--- src/hdl/prce_pkg.sv ---
`default_nettype none
package prce_pkg;

  localparam int MAX_VERTICES_DEF = 64;
  localparam int COORD_BITS_DEF   = 32;
  localparam int COUNT_BITS       = 7;

  localparam logic [1:0] CMD_APPEND = 2'd0;
  localparam logic [1:0] CMD_RAY    = 2'd1;
  localparam logic [1:0] CMD_SEG    = 2'd2;

  localparam logic [2:0] ST_VALID    = 3'd0;
  localparam logic [2:0] ST_OUTSIDE  = 3'd1;
  localparam logic [2:0] ST_BOUNDARY = 3'd2;
  localparam logic [2:0] ST_STORED   = 3'd3;
  localparam logic [2:0] ST_FULL     = 3'd4;

  typedef struct packed {
    logic capture;
    logic append;
    logic walk_init;
    logic mark_out;
    logic rd;
    logic out_load;
  } ctrl_cmd_t;

  typedef struct packed {
    logic ray_out;
    logic poly_empty;
    logic walk_last;
    logic pipe_busy;
  } ctrl_sts_t;

endpackage
`default_nettype wire

--- src/hdl/prce_ctrl.sv ---
`default_nettype none
module prce_ctrl import prce_pkg::*; (
  input  wire logic       clk,
  input  wire logic       rst,
  input  wire logic       in_valid,
  output logic            in_stall,
  input  wire logic [1:0] command,
  output logic            out_valid,
  input  wire logic       out_stall,
  output ctrl_cmd_t       cmd,
  input  wire ctrl_sts_t  sts
);

  localparam logic [2:0] S_IDLE  = 3'd0;
  localparam logic [2:0] S_DISP  = 3'd1;
  localparam logic [2:0] S_WALK  = 3'd2;
  localparam logic [2:0] S_DRAIN = 3'd3;
  localparam logic [2:0] S_FIN   = 3'd4;

  logic [2:0] state, state_next;
  logic [1:0] q_cmd;
  logic       accept;

  assign in_stall = (state != S_IDLE);
  assign accept   = in_valid && !in_stall;

  always_comb begin
    state_next = state;
    cmd        = '0;
    unique case (state)
      S_IDLE: begin
        if (accept && (command == CMD_APPEND || command == CMD_RAY ||
                       command == CMD_SEG)) begin
          cmd.capture = 1'b1;
          state_next  = S_DISP;
        end
      end
      S_DISP: begin
        unique case (q_cmd)
          CMD_APPEND: begin
            cmd.append = 1'b1;
            state_next = S_FIN;
          end
          CMD_RAY: begin
            cmd.walk_init = 1'b1;
            cmd.mark_out  = sts.ray_out;
            state_next    = sts.ray_out ? S_FIN : S_WALK;
          end
          CMD_SEG: begin
            cmd.walk_init = 1'b1;
            state_next    = sts.poly_empty ? S_FIN : S_WALK;
          end
          default: state_next = S_IDLE;
        endcase
      end
      S_WALK: begin
        cmd.rd = 1'b1;
        if (sts.walk_last) state_next = S_DRAIN;
      end
      S_DRAIN: begin
        if (!sts.pipe_busy) state_next = S_FIN;
      end
      S_FIN: begin
        if (!out_valid || !out_stall) begin
          cmd.out_load = 1'b1;
          state_next   = S_IDLE;
        end
      end
      default: state_next = S_IDLE;
    endcase
  end

  always_ff @(posedge clk) begin
    if (cmd.capture) q_cmd <= command;
  end

  always_ff @(posedge clk) begin
    if (rst) begin
      state     <= S_IDLE;
      out_valid <= 1'b0;
    end else begin
      state     <= state_next;
      out_valid <= cmd.out_load || (out_valid && out_stall);
    end
  end

  a_load_shows: assert property (@(posedge clk) disable iff (rst)
    cmd.out_load |=> out_valid)
    else $error("loaded beat not presented");

  a_drain_ends: assert property (@(posedge clk) disable iff (rst)
    (state == S_DRAIN && !sts.pipe_busy) |=> (state == S_FIN))
    else $error("drain did not finish");

  a_rise_from_fin: assert property (@(posedge clk) disable iff (rst)
    $rose(out_valid) |-> ($past(state) == S_FIN))
    else $error("result beat outside finish");

  a_walk_reads: assert property (@(posedge clk) disable iff (rst)
    (state == S_WALK) |=> sts.pipe_busy)
    else $error("walk read lost");

endmodule
`default_nettype wire
--- config.mk ---
export PLATFORM = sky130hd
export DESIGN_NAME = prce_ctrl
export DESIGN_NICKNAME = d
export VERILOG_FILES = /design/src/hdl/prce_pkg.sv /design/src/hdl/prce_ctrl.sv
export SDC_FILE = /design/constraint.sdc
export NUM_CORES = 1
export LEC_CHECK = 0
export BUFFER_PORTS_ARGS = -buffer_cell sky130_fd_sc_hd__buf_2
export CELL_PAD_IN_SITES_DETAIL_PLACEMENT = 0
export CELL_PAD_IN_SITES_GLOBAL_PLACEMENT = 2
export CORE_MARGIN = 2
export CORE_UTILIZATION = 26
export DETAILED_ROUTE_END_ITERATION = 7
export HOLD_SLACK_MARGIN = 0.1
export PLACE_DENSITY_LB_ADDON = 0.12
export SLEW_MARGIN = 20
export SYNTH_ARGS = -nofsm -noshare
export SYNTH_HDL_FRONTEND = slang
export SYNTH_SLANG_ARGS = --single-unit
--- constraint.sdc ---
create_clock -name clk -period 3 [get_ports clk]
set_input_delay 0.6 -clock clk [delete_from_list [all_inputs] [get_ports clk]]
set_output_delay 0.6 -clock clk [all_outputs]
set_load 0.02 [all_outputs]
* Word-level counts from Yosys, hierarchy flattened
Index checks and enable logic that the tools add are counted.
** Word-level totals
- Register bits :: 6
- Bits of input ports :: 10
- Output and inout port bits :: 8
** Operators by class
- Equal/unequal tests :: 12
- Multiplexer cells :: 17
- Reductions and logical operators :: 16
** Operator list (count)
- 3-bit 2-to-1 mux :: 7
- 3-bit case mux with 5 select lines :: 1
- 3-bit case mux with 3 select lines :: 1
- 1-bit 2-to-1 mux :: 8
- 2-bit != test (second input constant) :: 4
- 3-bit by 2-bit equality test with 1-bit output (second input constant) :: 2
- 2-bit by 1-bit equality test with 1-bit output (second input constant) :: 2
- 2-bit equality test (second input constant) :: 2
- 2-bit logical NOT :: 2
- 1-bit logical OR :: 4
- 4-bit AND reduction :: 1
- 3-bit by 1-bit equality test with 1-bit output (second input constant) :: 1
- 3-bit equality test (second input constant) :: 1
- 1-bit logical AND :: 3
- 1-bit logical NOT :: 3
- 3-bit logical NOT :: 1
- 3-bit nonzero test :: 1
- 2-bit OR reduction :: 1

* Depth between registers and ports, before layout
- Depth in word-level cells :: 6
- Mapped depth :: 6
- Mapped depth without buffers :: 6

* Worst setup path before layout
No wires, ideal clock.
- Path kind :: reg-to-output
- Start point :: register state[1]
- End point :: output cmd[5] in the netlist's numbering
- Arrival :: 1.378 ns
- Required time :: 2.400 ns
- Slack :: 1.022 ns
- Cell stages (with the launch flop) :: 4
- Path buffers :: 1
- Cell sequence :: dfxtp_1 buf_6 or3_2 nor2_1
** RTL lines
- start, declared :: RTL line prce_ctrl.sv:20 : logic [2:0] state, state_next;
- start signal, assigned :: RTL line prce_ctrl.sv:82 : state <= state_next;
- end, declared :: RTL line prce_ctrl.sv:10 : output ctrl_cmd_t cmd,

==> impl_metrics.py <==
metrics = {
    "global_route": {
        "grt_max_degree": 12,
        "grt_antenna_before_repair": 0,
        "grt_use_total": 0.106,
        "grt_first_pass_wirelength_mm": 1.59,
        "grt_pass1_vias": 402,
        "grt_overflow": 0,
    },
    "floorplanning": {
        "core_area_um2": 1540,
        "die-width_um": 44.9,
        "initial_core_util": 0.282,
        "row_count": 14,
        "die_h_um": 44.9,
        "die-area_um2": 2020,
        "num_io_pins": 18,
    },
    "route": {
        "wl_per_cell_um": 11.0,
        "drcViolationCount": 0,
        "ant_nets": 0,
        "vias": 406,
        "drtPass1Iterations": 2,
        "drtIter0Drc": 6,
        "viasPerCell": 4.89,
        "drt-total-wl_um": 916,
    },
    "timing": {
        "timing.final.crit_share": 0.717,
        "max_freq_ghz": 0.465,
        "layout_min_cycle_time_ns": 2.15,
        "maxSlewViolCount": 0,
        "finalSetupTns_ns": 0,
        "setup-violations-final": 0,
        "fin_skew_ns": 0.000487,
        "hold_violations": 0,
        "rsz0062_at_grt": "false",
        "tightest_slew_ns": 0.329,
        "slew_headroom": 0.780,
    },
    "cells_and_area": {
        "nets": 83,
        "drive_above_1_share": 0.358,
        "final_util": 0.355,
        "n_antenna_cell": 0,
        "area_growth_pct": 25.6,
        "instances_no_fill": 83,
    },
    "cts": {
        "clk_latency_ns": 0.24,
        "path_clk_slew_ns": 0.05,
        "cts_tree": "done",
        "cts_buffers": 3,
        "cts_setup_buffers": 0,
        "ctsHtreeMaxLevel": 1,
        "cts-root-buf": "clkbuf_4",
        "hold_buffers": 0,
        "clockBufferDepth": 2,
        "clock_sinks": 6,
        "cts_resized": 0,
    },
    "setup_path": {
        "slowest_stage": "or3_2",
        "cp.arrival_ns": 1.55,
        "path_max_fanout": 9,
        "crit_type": "register to primary output",
        "cp_data_required_time_ns": 2.40,
        "crit_path_end_kind": "primary output",
        "start_kind": "register",
        "slowest_delay_ns": 0.51,
        "cp_cell_sequence": "or3_2 -> nor2_1 -> buf_2",
    },
    "logic_synthesis": {
        "ys.warnings.count": 0,
        "yosys.area.top_type": "dfxtp_1",
        "syn_area_per_cell_um2": 8.89,
        "synth_xor_area_frac": 0,
        "yosys.area_share.adder": 0.115,
        "synth_top_family_by_area": "simple AND/OR/NAND/NOR gates",
        "ys_seq_area_frac": 0.322,
        "synth_top_area_share": 0.184,
        "synthTopCellsByCount": "a21oi_1, dfxtp_1, ha_1",
        "synth_simple_gate_area_frac": 0.284,
        "synth_compound_area_frac": 0.216,
        "synthMuxAreaShare": 0,
        "synth_cell_types": 25,
        "synthesis.nets": 63,
        "synth_edf_count": 2,
        "ys.flop_type": "dfxtp_1",
        "async_flop_share": 0,
        "ys_seq_elements": 6,
        "synth_area_um2": 435,
        "synth_area_leaders": "dfxtp_1, edfxtp_1, ha_1, a21bo_2, a21oi_1",
        "synth_cells": 49,
    },
    "pwr": {
        "p_total_uw": 280,
        "p_leak_nw": 0.280,
        "ir_drop_v": 0.000233,
        "powerDensity_nw_per_um2": 513,
    },
    "min_path": {
        "hp-class": "register to register",
    },
    "job": {
        "cap_violations": 0,
    },
    "status": {
        "status": "complete, no violations",
    },
    "placed_design": {
        "port_buffers": 17,
        "dp.cells": 80,
        "gp_congestion": 0.686,
        "dpl.hpwl_um": 745,
    },
}
## sequential cells by signal (all words and copies together) (netlist names)
register and flops:
q_cmd 2, state 3, out_valid 1
## worst paths after layout
check	start	endpoint	slack [ns]	cells past startpoint
worst max-delay path	state[1]	cmd[5]	0.85	3
worst min-delay path	out_valid	out_valid	0.49	2
worst max register to register	state[1]	q_cmd[1]	1.59	2
worst min register to register	out_valid	out_valid	0.49	2
## report_power, final
group	internal [mW]	leakage [nW]	switching (mW)
clock	0.0453	0.0138	0.0303
sequential	0.0945	0.0515	0.0148
combinational	0.0435	0.214	0.0521
total	0.183	0.280	0.0972
## critical path: cells and delay by family, from the launching register on
family	cells	cell delay [ns]
flops	1	0.38
buf+inv	1	0.21
simple gates	2	0.72
## routing by layer
layer | track usage | part of all wire | up-vias
li1 | - | - | 212
met1 | 0.141 | 0.45 | 180
met2 | 0.166 | 0.46 | 12
met3 | 0.0160 | 0.067 | 2
met4 | 0.0529 | 0.021 | 0
met5 | 0 | 0 | -
## placed cells by master (no fill, tap or decap), drive strengths merged
master,count
or3,1
nor3,4
a32oi,1
o21ai,2
clkbuf,3
dfxtp,4
a211o,1
or2b,2
nand2,3
and3,1
nor2b,2
a21oi,4
inv,3
nor2,3
a2bb2oi,1
and2,2
o21a,1
buf,17
and2b,1
nor3b,2
a21bo,2
o32a,1
ha,4
edfxtp,2
## kinds of logic (layout without fill, tap and decap cells)
kind of cell / count (synthesis) / after routing
compound gates: 13 / 13
fa+ha+maj: 4 / 4
buf+inv: 5 / 23
flops: 6 / 6
simple gates: 21 / 21
## area by class of cell
type                            instances  area (um^2)
Fill cell                             176          995
Multi-Input combinational cell         38          268
Sequential cell                         6          140
Timing Repair Buffer                   17         85.1
Clock buffer                            3         22.5
Tap cell                               16         20.0
Inverter                                3         11.3
## metrics by stage
stage / cell area (um^2) / setup slack, ns / hold WS [ns]
final: 547 / 0.848 / 0.487
after global routing: 547 / 0.734 / 0.527
after detailed placement: 524 / 1.08 / 0.483
after global placement: 524 / 1.10 / 0.477
after CTS: 547 / 0.836 / 0.488
after floorplan: 435 / 1.02 / 0.545
Note: power is estimated with default switching activity, not from simulation.
